<file path="config.mk">
export PLATFORM = sky130hd
export DESIGN_NAME = ip_address_text_formatter_core
export DESIGN_NICKNAME = d
export VERILOG_FILES = /design/src/rtl/ipfmt_pkg.sv /design/src/rtl/ip_address_text_formatter_core.sv /design/src/rtl/ipfmt_front.sv /design/src/rtl/ipfmt_queue.sv /design/src/rtl/ipfmt_back.sv
export SDC_FILE = /design/constraint.sdc
export NUM_CORES = 1
export LEC_CHECK = 0
export BUFFER_PORTS_ARGS = -buffer_cell sky130_fd_sc_hd__buf_2
export CAP_MARGIN = 20
export CORE_UTILIZATION = 45
export DETAILED_ROUTE_END_ITERATION = 7
export PLACE_DENSITY_LB_ADDON = 0.3
export RECOVER_POWER = 100
export SKIP_LAST_GASP = 1
export SYNTH_ARGS = -nofsm -noshare
export SYNTH_HDL_FRONTEND = slang
export SYNTH_HIERARCHICAL = 1
export SYNTH_SLANG_ARGS = --single-unit
</file>
<file path="constraint.sdc">
create_clock -name clk -period 22.4 [get_ports clk]
set_input_delay 1.12 -clock clk [delete_from_list [all_inputs] [get_ports clk]]
set_output_delay 1.12 -clock clk [all_outputs]
set_load 0.005 [all_outputs]
</file>
<file path="src/rtl/ipfmt_pkg.sv">
`timescale 1ns / 1ps
// ----------------------------------------------------------------------------
// ipfmt_pkg: shared types and constants of the address text formatter
// Descriptor passed from the classifier to the text emitter, item kinds and
// the ASCII codes the emitter writes.
// ----------------------------------------------------------------------------
package ipfmt_pkg;

    localparam int ADDR_W = 128;

    // family codes on the input port
    localparam logic [1:0] FAM_V4 = 2'd1;
    localparam logic [1:0] FAM_V6 = 2'd2;

    typedef enum logic [1:0] {
        KIND_EMPTY = 2'd0,
        KIND_V4    = 2'd1,
        KIND_V6    = 2'd2
    } kind_t;

    // classified word: address plus the zero-group run to contract
    typedef struct packed {
        kind_t             kind;
        logic [ADDR_W-1:0] addr;
        logic [2:0]        run_start;
        logic [3:0]        run_len;    // 0 when nothing is contracted
    } desc_t;

    localparam logic [7:0] CH_NUL    = 8'h00;
    localparam logic [7:0] CH_ZERO   = 8'h30;
    localparam logic [7:0] CH_HEX_A  = 8'h61;
    localparam logic [7:0] CH_DOT    = 8'h2E;
    localparam logic [7:0] CH_COLON  = 8'h3A;
    localparam logic [7:0] CH_LBRACK = 8'h5B;
    localparam logic [7:0] CH_RBRACK = 8'h5D;

endpackage

</file>
<file path="src/rtl/ip_address_text_formatter_core.sv">
`timescale 1ns / 1ps
// ----------------------------------------------------------------------------
// ip_address_text_formatter_core: IPv4/IPv6 address to ASCII text
// Classifier, descriptor queue and character emitter.
// ----------------------------------------------------------------------------
// Usage:
//   Input: a word is taken at a rising edge with start high and busy low.
//   address_family 1 gives dotted decimal from address_upper[63:32],
//   2 gives bracketed lower-case IPv6 with the longest zero run (two or more
//   groups, first on a tie) written as "::"; 0 and 3 give one NUL character
//   with empty_text set.
//   Output: one character per cycle while strobe is high; last_char marks the
//   final character of a word. The receiver cannot stall, so no word is lost.
//   A word is queued, loaded by the emitter when idle, then registered out.
//   Throughput: the emitter sequencer writes one character per cycle and
//   loads the next word only in its idle state, after the final character;
//   a word has up to 41 characters for IPv6, 7 to 15 for IPv4, 1 if empty.
//   busy is high while QUEUE_DEPTH words wait in the queue.
//   Reset empties the queue and the emitter; nothing needs a clearing pass.
// ----------------------------------------------------------------------------
module ip_address_text_formatter_core
#(
    parameter int QUEUE_DEPTH = 2
)
(
    input  logic        clk,
    input  logic        rst_n,
    input  logic        start,
    output logic        busy,
    input  logic [63:0] address_upper,
    input  logic [63:0] address_lower,
    input  logic [1:0]  address_family,
    output logic        strobe,
    output logic [7:0]  text_char,
    output logic        last_char,
    output logic        empty_text
);

    logic             push;
    logic             pop;
    logic             q_empty;
    logic             q_full;
    ipfmt_pkg::desc_t wr_desc;
    ipfmt_pkg::desc_t head;

    assign busy = q_full;

    ipfmt_front u_front
    (
        .start          (start),
        .full           (q_full),
        .address_upper  (address_upper),
        .address_lower  (address_lower),
        .address_family (address_family),
        .push           (push),
        .desc           (wr_desc)
    );

    ipfmt_queue
    #(
        .DEPTH (QUEUE_DEPTH)
    )
    u_queue
    (
        .clk     (clk),
        .rst_n   (rst_n),
        .push    (push),
        .wr_desc (wr_desc),
        .pop     (pop),
        .head    (head),
        .empty   (q_empty),
        .full    (q_full)
    );

    ipfmt_back u_back
    (
        .clk        (clk),
        .rst_n      (rst_n),
        .head       (head),
        .q_empty    (q_empty),
        .pop        (pop),
        .strobe     (strobe),
        .text_char  (text_char),
        .last_char  (last_char),
        .empty_text (empty_text)
    );

endmodule

</file>
<file path="src/rtl/ipfmt_front.sv">
`timescale 1ns / 1ps
// ----------------------------------------------------------------------------
// ipfmt_front: input classifier
// Takes a word on start/busy, decodes the family and finds the longest run of
// two or more zero groups (first run wins a tie) for the text emitter.
// ----------------------------------------------------------------------------
module ipfmt_front
(
    input  logic                 start,
    input  logic                 full,
    input  logic [63:0]          address_upper,
    input  logic [63:0]          address_lower,
    input  logic [1:0]           address_family,
    output logic                 push,
    output ipfmt_pkg::desc_t     desc
);

    typedef struct packed {
        logic [2:0] start;
        logic [3:0] len;
    } run_t;

    // bit g is set when 16-bit group g (group 0 most significant) is zero
    function automatic run_t zero_run(input logic [7:0] zf);
        run_t       best;
        logic [2:0] rs;
        logic [3:0] rl;
        best = '0;
        rs   = '0;
        rl   = '0;
        for (int g = 0; g < 8; g++)
        begin
            if (zf[g])
            begin
                if (rl == 4'd0)
                    rs = 3'(g);
                rl = rl + 4'd1;
            end
            if (!zf[g] || g == 7)
            begin
                if (rl >= 4'd2 && rl > best.len)
                begin
                    best.start = rs;
                    best.len   = rl;
                end
                rl = '0;
            end
        end
        return best;
    endfunction

    logic [ipfmt_pkg::ADDR_W-1:0] addr;
    logic [7:0]                   zero_flags;
    run_t                         run;

    assign addr = {address_upper, address_lower};
    assign push = start && !full;

    always_comb
    begin
        for (int g = 0; g < 8; g++)
            zero_flags[g] = (addr[ipfmt_pkg::ADDR_W-1-16*g -: 16] == 16'h0000);
    end

    assign run = zero_run(zero_flags);

    always_comb
    begin
        desc.addr      = addr;
        desc.run_start = run.start;
        desc.run_len   = run.len;
        unique case (address_family)
            ipfmt_pkg::FAM_V4: desc.kind = ipfmt_pkg::KIND_V4;
            ipfmt_pkg::FAM_V6: desc.kind = ipfmt_pkg::KIND_V6;
            default:           desc.kind = ipfmt_pkg::KIND_EMPTY;
        endcase
    end

endmodule

</file>
<file path="src/rtl/ipfmt_queue.sv">
`timescale 1ns / 1ps
// ----------------------------------------------------------------------------
// ipfmt_queue: descriptor queue
// Short register FIFO between classifier and emitter; full drives busy.
// ----------------------------------------------------------------------------
module ipfmt_queue
#(
    parameter int DEPTH = 2
)
(
    input  logic             clk,
    input  logic             rst_n,
    input  logic             push,
    input  ipfmt_pkg::desc_t wr_desc,
    input  logic             pop,
    output ipfmt_pkg::desc_t head,
    output logic             empty,
    output logic             full
);

    localparam int PTR_W = (DEPTH > 1) ? $clog2(DEPTH) : 1;
    localparam int CNT_W = $clog2(DEPTH + 1);

    ipfmt_pkg::desc_t entry_reg [DEPTH];
    logic [PTR_W-1:0] wr_ptr_reg, wr_ptr_next;
    logic [PTR_W-1:0] rd_ptr_reg, rd_ptr_next;
    logic [CNT_W-1:0] count_reg, count_next;

    assign empty = (count_reg == '0);
    assign full  = (count_reg == CNT_W'(DEPTH));
    assign head  = entry_reg[rd_ptr_reg];

    always_comb
    begin
        wr_ptr_next = wr_ptr_reg;
        rd_ptr_next = rd_ptr_reg;
        count_next  = count_reg;
        if (push)
            wr_ptr_next = (wr_ptr_reg == PTR_W'(DEPTH - 1)) ? '0 : wr_ptr_reg + 1'b1;
        if (pop)
            rd_ptr_next = (rd_ptr_reg == PTR_W'(DEPTH - 1)) ? '0 : rd_ptr_reg + 1'b1;
        if (push && !pop)
            count_next = count_reg + 1'b1;
        else if (pop && !push)
            count_next = count_reg - 1'b1;
    end

    always_ff @(posedge clk or negedge rst_n)
    begin
        if (!rst_n)
        begin
            wr_ptr_reg <= '0;
            rd_ptr_reg <= '0;
            count_reg  <= '0;
        end
        else
        begin
            wr_ptr_reg <= wr_ptr_next;
            rd_ptr_reg <= rd_ptr_next;
            count_reg  <= count_next;
        end
    end

    always_ff @(posedge clk)
    begin
        if (push)
            entry_reg[wr_ptr_reg] <= wr_desc;
    end

    a_count_bound: assert property (@(posedge clk) disable iff (!rst_n)
        count_reg <= CNT_W'(DEPTH))
        else $error("queue count beyond depth");

    a_no_underflow: assert property (@(posedge clk) disable iff (!rst_n)
        pop |-> !empty)
        else $error("pop from empty queue");

    a_no_overflow: assert property (@(posedge clk) disable iff (!rst_n)
        push && !pop |-> !full)
        else $error("push into full queue");

endmodule

</file>
<file path="src/rtl/ipfmt_back.sv">
`timescale 1ns / 1ps
// ----------------------------------------------------------------------------
// ipfmt_back: text emitter
// Pops one descriptor at a time and walks it as a sequencer, one character per
// cycle into the output register.
// ----------------------------------------------------------------------------
module ipfmt_back
(
    input  logic             clk,
    input  logic             rst_n,
    input  ipfmt_pkg::desc_t head,
    input  logic             q_empty,
    output logic             pop,
    output logic             strobe,
    output logic [7:0]       text_char,
    output logic             last_char,
    output logic             empty_text
);

    typedef enum logic [9:0] {
        ST_IDLE     = 10'b00_0000_0001,
        ST_EMPTY    = 10'b00_0000_0010,
        ST_V4_DIG   = 10'b00_0000_0100,
        ST_V4_DOT   = 10'b00_0000_1000,
        ST_V6_OPEN  = 10'b00_0001_0000,
        ST_V6_LEAD  = 10'b00_0010_0000,
        ST_V6_HEX   = 10'b00_0100_0000,
        ST_V6_SEP   = 10'b00_1000_0000,
        ST_V6_DCOL  = 10'b01_0000_0000,
        ST_V6_CLOSE = 10'b10_0000_0000
    } state_t;

    typedef struct packed {
        logic [1:0] hund;
        logic [3:0] tens;
        logic [3:0] ones;
    } dec_t;

    function automatic logic [15:0] grp_at(input logic [ipfmt_pkg::ADDR_W-1:0] a,
                                           input logic [2:0] i);
        logic [ipfmt_pkg::ADDR_W-1:0] sh;
        sh = a << {i, 4'b0000};
        return sh[ipfmt_pkg::ADDR_W-1 -: 16];
    endfunction

    function automatic logic [7:0] byte_at(input logic [ipfmt_pkg::ADDR_W-1:0] a,
                                           input logic [1:0] i);
        logic [ipfmt_pkg::ADDR_W-1:0] sh;
        sh = a << {i, 3'b000};
        return sh[ipfmt_pkg::ADDR_W-1 -: 8];
    endfunction

    // tens by reciprocal: (r * 205) >> 11 is exact for r < 100
    function automatic dec_t to_decimal(input logic [7:0] v);
        dec_t        d;
        logic [6:0]  r;
        logic [14:0] p;
        if (v >= 8'd200)
            d.hund = 2'd2;
        else if (v >= 8'd100)
            d.hund = 2'd1;
        else
            d.hund = 2'd0;
        r      = 7'(v - 8'({6'd0, d.hund} * 8'd100));
        p      = 15'({8'd0, r}) * 15'd205;
        d.tens = 4'(p >> 11);
        d.ones = 4'(r - 7'({3'd0, d.tens} * 7'd10));
        return d;
    endfunction

    function automatic logic [1:0] dec_lead(input logic [7:0] v);
        if (v >= 8'd100)
            return 2'd2;
        else if (v >= 8'd10)
            return 2'd1;
        return 2'd0;
    endfunction

    function automatic logic [1:0] hex_lead(input logic [15:0] g);
        if (g[15:12] != 4'h0)
            return 2'd3;
        else if (g[11:8] != 4'h0)
            return 2'd2;
        else if (g[7:4] != 4'h0)
            return 2'd1;
        return 2'd0;
    endfunction

    function automatic logic [7:0] hex_char(input logic [3:0] d);
        if (d < 4'd10)
            return ipfmt_pkg::CH_ZERO + {4'd0, d};
        return ipfmt_pkg::CH_HEX_A + {4'd0, d} - 8'd10;
    endfunction

    state_t           state_reg, state_next;
    ipfmt_pkg::desc_t cur_reg, cur_next;
    logic [2:0]       idx_reg, idx_next;
    logic [1:0]       dig_reg, dig_next;
    logic             strobe_reg, strobe_next;
    logic             last_reg, last_next;
    logic             empty_reg, empty_next;
    logic [7:0]       char_reg, char_next;

    logic [7:0]  v4_byte, v4_byte_nx;
    dec_t        v4_dec;
    logic [3:0]  v4_digit;
    logic [15:0] grp, grp_nx, grp_skip;
    logic [3:0]  nib;
    logic [3:0]  skip_idx;
    logic        run_here;

    assign v4_byte    = byte_at(cur_reg.addr, idx_reg[1:0]);
    assign v4_byte_nx = byte_at(cur_reg.addr, idx_reg[1:0] + 2'd1);
    assign v4_dec     = to_decimal(v4_byte);
    assign grp        = grp_at(cur_reg.addr, idx_reg);
    assign grp_nx     = grp_at(cur_reg.addr, idx_reg + 3'd1);
    assign skip_idx   = {1'b0, idx_reg} + cur_reg.run_len;
    assign grp_skip   = grp_at(cur_reg.addr, skip_idx[2:0]);
    assign nib        = 4'(grp >> {dig_reg, 2'b00});
    assign run_here   = (cur_reg.run_len != 4'd0) && (idx_reg == cur_reg.run_start);

    always_comb
    begin
        unique case (dig_reg)
            2'd2:    v4_digit = {2'b00, v4_dec.hund};
            2'd1:    v4_digit = v4_dec.tens;
            default: v4_digit = v4_dec.ones;
        endcase
    end

    always_comb
    begin
        state_next  = state_reg;
        cur_next    = cur_reg;
        idx_next    = idx_reg;
        dig_next    = dig_reg;
        strobe_next = 1'b0;
        last_next   = 1'b0;
        empty_next  = 1'b0;
        char_next   = ipfmt_pkg::CH_NUL;
        pop         = 1'b0;

        unique case (state_reg)
            ST_IDLE:
            begin
                if (!q_empty)
                begin
                    pop      = 1'b1;
                    cur_next = head;
                    idx_next = '0;
                    dig_next = dec_lead(byte_at(head.addr, 2'd0));
                    unique case (head.kind)
                        ipfmt_pkg::KIND_V4: state_next = ST_V4_DIG;
                        ipfmt_pkg::KIND_V6: state_next = ST_V6_OPEN;
                        default:            state_next = ST_EMPTY;
                    endcase
                end
            end
            ST_EMPTY:
            begin
                strobe_next = 1'b1;
                last_next   = 1'b1;
                empty_next  = 1'b1;
                state_next  = ST_IDLE;
            end
            ST_V4_DIG:
            begin
                strobe_next = 1'b1;
                char_next   = ipfmt_pkg::CH_ZERO + {4'd0, v4_digit};
                if (dig_reg != 2'd0)
                    dig_next = dig_reg - 2'd1;
                else if (idx_reg[1:0] == 2'd3)
                begin
                    last_next  = 1'b1;
                    state_next = ST_IDLE;
                end
                else
                    state_next = ST_V4_DOT;
            end
            ST_V4_DOT:
            begin
                strobe_next = 1'b1;
                char_next   = ipfmt_pkg::CH_DOT;
                idx_next    = idx_reg + 3'd1;
                dig_next    = dec_lead(v4_byte_nx);
                state_next  = ST_V4_DIG;
            end
            ST_V6_OPEN:
            begin
                strobe_next = 1'b1;
                char_next   = ipfmt_pkg::CH_LBRACK;
                dig_next    = hex_lead(grp);
                state_next  = run_here ? ST_V6_LEAD : ST_V6_HEX;
            end
            ST_V6_LEAD:
            begin
                // contraction at group 0 needs its own leading colon
                strobe_next = 1'b1;
                char_next   = ipfmt_pkg::CH_COLON;
                state_next  = ST_V6_DCOL;
            end
            ST_V6_HEX:
            begin
                strobe_next = 1'b1;
                char_next   = hex_char(nib);
                if (dig_reg != 2'd0)
                    dig_next = dig_reg - 2'd1;
                else if (idx_reg == 3'd7)
                    state_next = ST_V6_CLOSE;
                else
                begin
                    idx_next   = idx_reg + 3'd1;
                    dig_next   = hex_lead(grp_nx);
                    state_next = ST_V6_SEP;
                end
            end
            ST_V6_SEP:
            begin
                strobe_next = 1'b1;
                char_next   = ipfmt_pkg::CH_COLON;
                state_next  = run_here ? ST_V6_DCOL : ST_V6_HEX;
            end
            ST_V6_DCOL:
            begin
                strobe_next = 1'b1;
                char_next   = ipfmt_pkg::CH_COLON;
                if (skip_idx[3])
                    state_next = ST_V6_CLOSE;
                else
                begin
                    idx_next   = skip_idx[2:0];
                    dig_next   = hex_lead(grp_skip);
                    state_next = ST_V6_HEX;
                end
            end
            ST_V6_CLOSE:
            begin
                strobe_next = 1'b1;
                last_next   = 1'b1;
                char_next   = ipfmt_pkg::CH_RBRACK;
                state_next  = ST_IDLE;
            end
            default:
                state_next = ST_IDLE;
        endcase
    end

    always_ff @(posedge clk or negedge rst_n)
    begin
        if (!rst_n)
        begin
            state_reg  <= ST_IDLE;
            strobe_reg <= 1'b0;
        end
        else
        begin
            state_reg  <= state_next;
            strobe_reg <= strobe_next;
        end
    end

    always_ff @(posedge clk)
    begin
        cur_reg   <= cur_next;
        idx_reg   <= idx_next;
        dig_reg   <= dig_next;
        char_reg  <= char_next;
        last_reg  <= last_next;
        empty_reg <= empty_next;
    end

    assign strobe     = strobe_reg;
    assign text_char  = char_reg;
    assign last_char  = last_reg;
    assign empty_text = empty_reg;

    a_empty_is_last: assert property (@(posedge clk) disable iff (!rst_n)
        strobe_reg && empty_reg |-> last_reg && char_reg == ipfmt_pkg::CH_NUL)
        else $error("empty word not a single final NUL");

    a_gap_after_last: assert property (@(posedge clk) disable iff (!rst_n)
        strobe_reg && last_reg |=> !strobe_reg)
        else $error("character right after final character");

    a_pop_only_idle: assert property (@(posedge clk) disable iff (!rst_n)
        pop |=> strobe_reg == 1'b0)
        else $error("pop overlapped with text output");

    a_text_nonzero: assert property (@(posedge clk) disable iff (!rst_n)
        strobe_reg && !empty_reg |-> char_reg != ipfmt_pkg::CH_NUL)
        else $error("NUL inside address text");

endmodule
</file>
## After elaboration in Yosys (flattened, before gate mapping)

Memories as Yosys holds them, arrays and structs flattened.
Index checks and enable logic that the tools add are counted.

| operators by class | value |
|---|---|
| add/sub/neg operators | 21 |
| multiply operators | 3 |
| div/mod/pow operators | 0 |
| magnitude comparators | 23 |
| eq/ne operators | 27 |
| shifts and indexed selects | 6 |
| muxes and demuxes | 127 |
| bitwise gates (word level) | 1 |
| reduce and logical (&&, ||, !) cells | 52 |

Operators with widths:

| kind | number |
|---|---|
| left shift 128 x 7 -> 128 bit | 3 |
| left shift 128 x 5 -> 128 bit | 2 |
| logical NOT 16 bit | 8 |
| two-way mux 7 bit | 14 |
| one-hot mux 10 bit (8 select lines) | 1 |
| two-way mux 4 bit | 17 |
| two-way mux 2 bit | 26 |
| two-way mux 3 bit | 17 |
| two-way mux 10 bit | 5 |
| one-hot mux 8 bit (6 select lines) | 1 |
| nonzero test 4 bit | 11 |
| two-way mux 1 bit | 37 |
| adder 4 x 1 -> 4 bit, second input constant | 7 |
| >= comparator 4 x 2 -> 1 bit, second input constant | 7 |
| greater-than comparator 4 bit | 7 |
| logical NOT 4 bit | 7 |
| >= comparator 8 x 7 -> 1 bit, second input constant | 3 |
| >= comparator 8 x 4 -> 1 bit, second input constant | 2 |
| two-way mux 8 bit | 2 |
| right shift 16 x 4 -> 4 bit | 1 |
| multiplier 7 x 8 -> 15 bit, second input constant | 1 |
| adder 6 x 4 -> 7 bit, first input constant | 2 |
| logical AND 1 bit | 12 |
| one-hot mux 2 bit (6 select lines) | 1 |
| other kinds (49) | 66 |

| storage, ports and cells | value |
|---|---|
| register bits after elaboration | 165 |
| latch bits | 0 |
| memory bits (writable) | 274 |
| memory bits (read-only) | 0 |
| input port bits | 133 |
| output and inout port bits | 12 |
| word-level logic and storage cells | 274 |
| memories kept | 1 |

Memories:

| name | words | bits a word | read ports | clocked after memory_dff | wr ports | RTL line | RTL |
|---|---|---|---|---|---|---|---|
| u_queue.entry_reg | 2 | 137 | 1 | 0 | 1 | ipfmt_queue.sv:24 | `ipfmt_pkg::desc_t entry_reg [DEPTH];` |

## Logic depth before layout (Yosys ltp)

| logic depth | value |
|---|---|
| word-level depth | 33 |
| gate-level depth with buffers | 52 |
| depth with buffers taken out | 52 |

## Hierarchy

The synthesis kept the hierarchy.

By module, submodules not included:

| module | instances | cells an instance | area an instance (um2) | sequential area each (um2) |
|---|---|---|---|---|
| ipfmt_queue | 1 | 442 | 10119.7 | 8328.0 |
| ipfmt_back | 1 | 595 | 8938.6 | 4660.7 |
| ipfmt_front | 1 | 445 | 3126.7 | 0.0 |

## Worst setup path before layout

No wires, ideal clock.

| path | value |
|---|---|
| path type | input port to flip-flop |
| from | input port address_upper[42] |
| to | memory u_queue/entry_reg[0][6] (netlist bit) (data pin) |
| arrival time | 9.083 ns |
| setup slack | 13.062 ns |
| stages on the path | 51 |
| buffers on the path | 0 |
| cell sequence | nor4_1 -> nand4_1 -> inv_1 -> ha_1 -> inv_1 -> ha_1 -> ha_1 -> nand2_1 -> nand2_1 -> ha_1 -> nor2b_1 -> o21ai_0 -> a21oi_1 -> o211ai_1 -> mux2_2 -> ha_1 -> nor2b_1 -> o21a_1 -> (+15 left out) -> a21oi_1 -> nor2_1 -> inv_1 -> a21oi_1 -> nor2_1 -> a21oi_1 -> ha_1 -> nor2b_1 -> o21ai_0 -> nand2b_1 -> a21oi_1 -> a41o_1 -> nor2_1 -> and3_1 -> mux2i_1 -> and2_4 -> and3_1 -> a2bb2o_4 |

RTL lines:

| item | RTL line | RTL |
|---|---|---|
| start: declaration | ip_address_text_formatter_core.sv:30 | `input logic [63:0] address_upper,` |
| end: declaration | ipfmt_queue.sv:24 |  |

==> impl_metrics.ini <==
[status]
status = finished with violations
violations = capacitance limit, slew limit

[global_routing]
grt_pass1_vias = 12538
grt_pass1_wl_um = 76250
overflow = 0
grt_max_degree = 82
grt_antenna_before_repair = 1
grt_usage_pct = 20.36

[detailed_routing]
viasPerCell = 5.636
remaining_drc_errors = 0
vias = 12411
antenna_left = 0
met3_length_um = 2640
dr_wl_met2_um = 24750
wirelength_um = 50520
wl_per_cell_um = 22.94
drtIter0Drc = 994
firstDrtPassIters = 5
top_layer = met4
met1_length_um = 21720

[placement]
io_buffers = 143
dp_hpwl_um = 36800
routabilityCongestion = 0.9370

[worst_setup_path]
worstSetupEndpointType = flip-flop
critPathKind = in2reg
r2r_setup_slack_ps = 12680
cpPeakStageDelay_ps = 850
rr_worst_depth = 26
cp.required_ps = 22710
path_common_cell = ha_1
critPathLaunchType = input pin
path_max_fanout = 11
cp.arrival_ps = 11930
crit_path_top_delay_cell = nor4_1

[floorplan]
ios = 145
dieHeight_um = 224.0
die_area_um2 = 50190
num_rows = 80
initial_utilization_pct = 46.08
die_w_um = 224.0
coreArea_um2 = 48150

[sta]
fin_crit_sh_pct = 51.87
worst_slew_pin_slew_ps = 4645
fin_skew_ps = 16.64
rsz0062_at_grt = no
slew_headroom_pct = -209.7
fmax_ghz = 0.08606
period_needed_ps = 11620
drv_slew = 609
hold_violations = 0
setup_violations = 0
final.setup.tns_ps = 0
whs_ps = 486.0

[logic_synthesis]
yosysWarnings = 6
synth_area_um2 = 22190
synth_seq_cells = 438
syn_inst = 1482
avgSynthCellArea_um2 = 14.97
synth_flop_cell = edfxtp_1
synth_edf_count = 414
synth_seq_area_share_pct = 58.55
synthArstFlopShare_pct = 3.425
yosysUniqueCellTypes = 87

[hold_path]
whs_path_depth = 1
hold_class = reg2reg

[cts]
cts.sinks = 438
cts_tree = done
clockBufferDepth = 3
clkTransAtPathRegs_ps = 60
htreeDepth = 2
cts-resized-gates = 0
hold_buffers = 0
worstSkewPairLatency_ps = 570
post_cts_buffers = 0
root_buffer = clkbuf_16
cts_made_buffers = 45

[layout]
drive_above_1_share_pct = 13.46
largest_reg_flops = 274
nets = 1740
syn_to_final_growth_pct = 6.807

[job]
maxCapViolations = 11
[routing by layer]
| layer | vias up | GRT usage (%) |
|---|---|---|
| li1 | 5675 | - |
| met2 | 399 | 33.88 |
| met5 | - | 0 |
| met3 | 94 | 2.807 |
| met4 | 0 | 6.341 |
| met1 | 6243 | 27.67 |
[synth_stat cells, types with 7 or more instances]
| master | number | area (um2) |
|---|---|---|
| a21oi_1 | 31 | 155.2 |
| and3_1 | 12 | 75.07 |
| buf_4 | 130 | 975.9 |
| buf_6 | 23 | 259.0 |
| clkbuf_1 | 13 | 48.80 |
| dfrtp_1 | 14 | 350.3 |
| dfxtp_1 | 9 | 180.2 |
| edfxtp_1 | 414 | 12430 |
| fa_1 | 11 | 220.2 |
| ha_1 | 86 | 1076 |
| inv_1 | 65 | 244.0 |
| mux2_2 | 143 | 1610 |
| mux2i_1 | 24 | 240.2 |
| mux4_1 | 15 | 394.1 |
| mux4_2 | 47 | 1059 |
| nand2_1 | 61 | 229.0 |
| nand3_1 | 19 | 95.09 |
| nand4_1 | 13 | 81.33 |
| nor2_1 | 44 | 165.2 |
| nor2b_1 | 14 | 87.58 |
| nor3_1 | 16 | 80.08 |
| nor4_1 | 63 | 394.1 |
| o211ai_1 | 7 | 52.55 |
| o21a_1 | 7 | 52.55 |
| o21ai_0 | 32 | 160.2 |
| or4_1 | 7 | 52.55 |
| xnor2_1 | 19 | 166.4 |
| xor2_1 | 14 | 122.6 |
[final timing paths]
check | from | end
setup reg to reg | u_back/idx_reg[0] | u_back/text_char[3]
max in group asynchronous | rst_n | u_back/state_reg[8]
hold reg to reg | u_queue/wr_ptr_reg | u_queue/wr_ptr_reg
hold / removal | u_queue/wr_ptr_reg | u_queue/wr_ptr_reg
setup / recovery | address_upper[29] | u_queue/entry_reg[0][6]
min in group asynchronous | rst_n | u_queue/wr_ptr_reg
[cells by family (layout without fill, tap and decap cells)]
group	Yosys count	in the layout	share of synthesized area [%]
simple gates	295	295	7.405
mux	229	229	14.89
xor+xnor	34	34	1.404
flops	438	438	58.55
fa+ha+maj	97	97	5.843
compound gates	144	144	4.664
buf+inv	243	305	7.213
other cells	2	4	0.03385
[per-stage QoR]
| stage | utilization, % | instances | worst slack (ps) | area [um2] |
|---|---|---|---|---|
| finish | 49.22 | 2202 | 10780 | 23700 |
| global route | 49.22 | 2202 | 9760 | 23700 |
| CTS | 49.77 | 2201 | 11230 | 23960 |
| detailed placement | 46.71 | 2119 | 10690 | 22490 |
| global placement | 46.71 | 2119 | 10950 | 22490 |
| floorplan | - | 1483 | 13060 | 22190 |
[layout make-up]
type,count,area (um2)
Sequential cell,438,12990
Multi-Input combinational cell,802,7561
Antenna cell,1,2.502
Clock buffer,55,1206
Tap cell,656,820.8
Clock inverter,27,265.3
Fill cell,4181,24450
Timing Repair Buffer,153,583.1
Inverter,70,267.8
[placed cells by master (no fill, tap or decap), types with 9 or more instances in the layout]
cell type  netlist  final
a21oi_1         31     33
mux4_1          15     15
nor3_1          16     16
clkbuf_1        13    158
nor4_1          63     63
inv_1           65     65
nor2b_1         14     14
clkbuf_16        0     47
mux4_2          47     47
ha_1            86     86
nand4_1         13     13
mux2_2         143     71
fa_1            11     11
clkinv_1         4     16
dfxtp_1          9      9
nand3_1         19     19
xor2_1          14     14
nand2_1         61     61
mux2i_1         24     24
xnor2_1         19     19
nor2_1          44     44
and3_1          12     12
o21ai_0         32     32
mux2_1           0     72
dfrtp_1         14     14
edfxtp_1       414    414
[critical path: cells and delay by family]
kind,cells,cell delay [ps]
muxes,3,740
and+or+nand+nor,17,3800
buffers and inverters,5,790
AOI/OAI and AO/OA,19,3530
adders and majority gates,7,1920
Power is left out: the tool's default activity adds up to more than one toggle a clock period on the data nets, which glitch-free logic cannot reach.
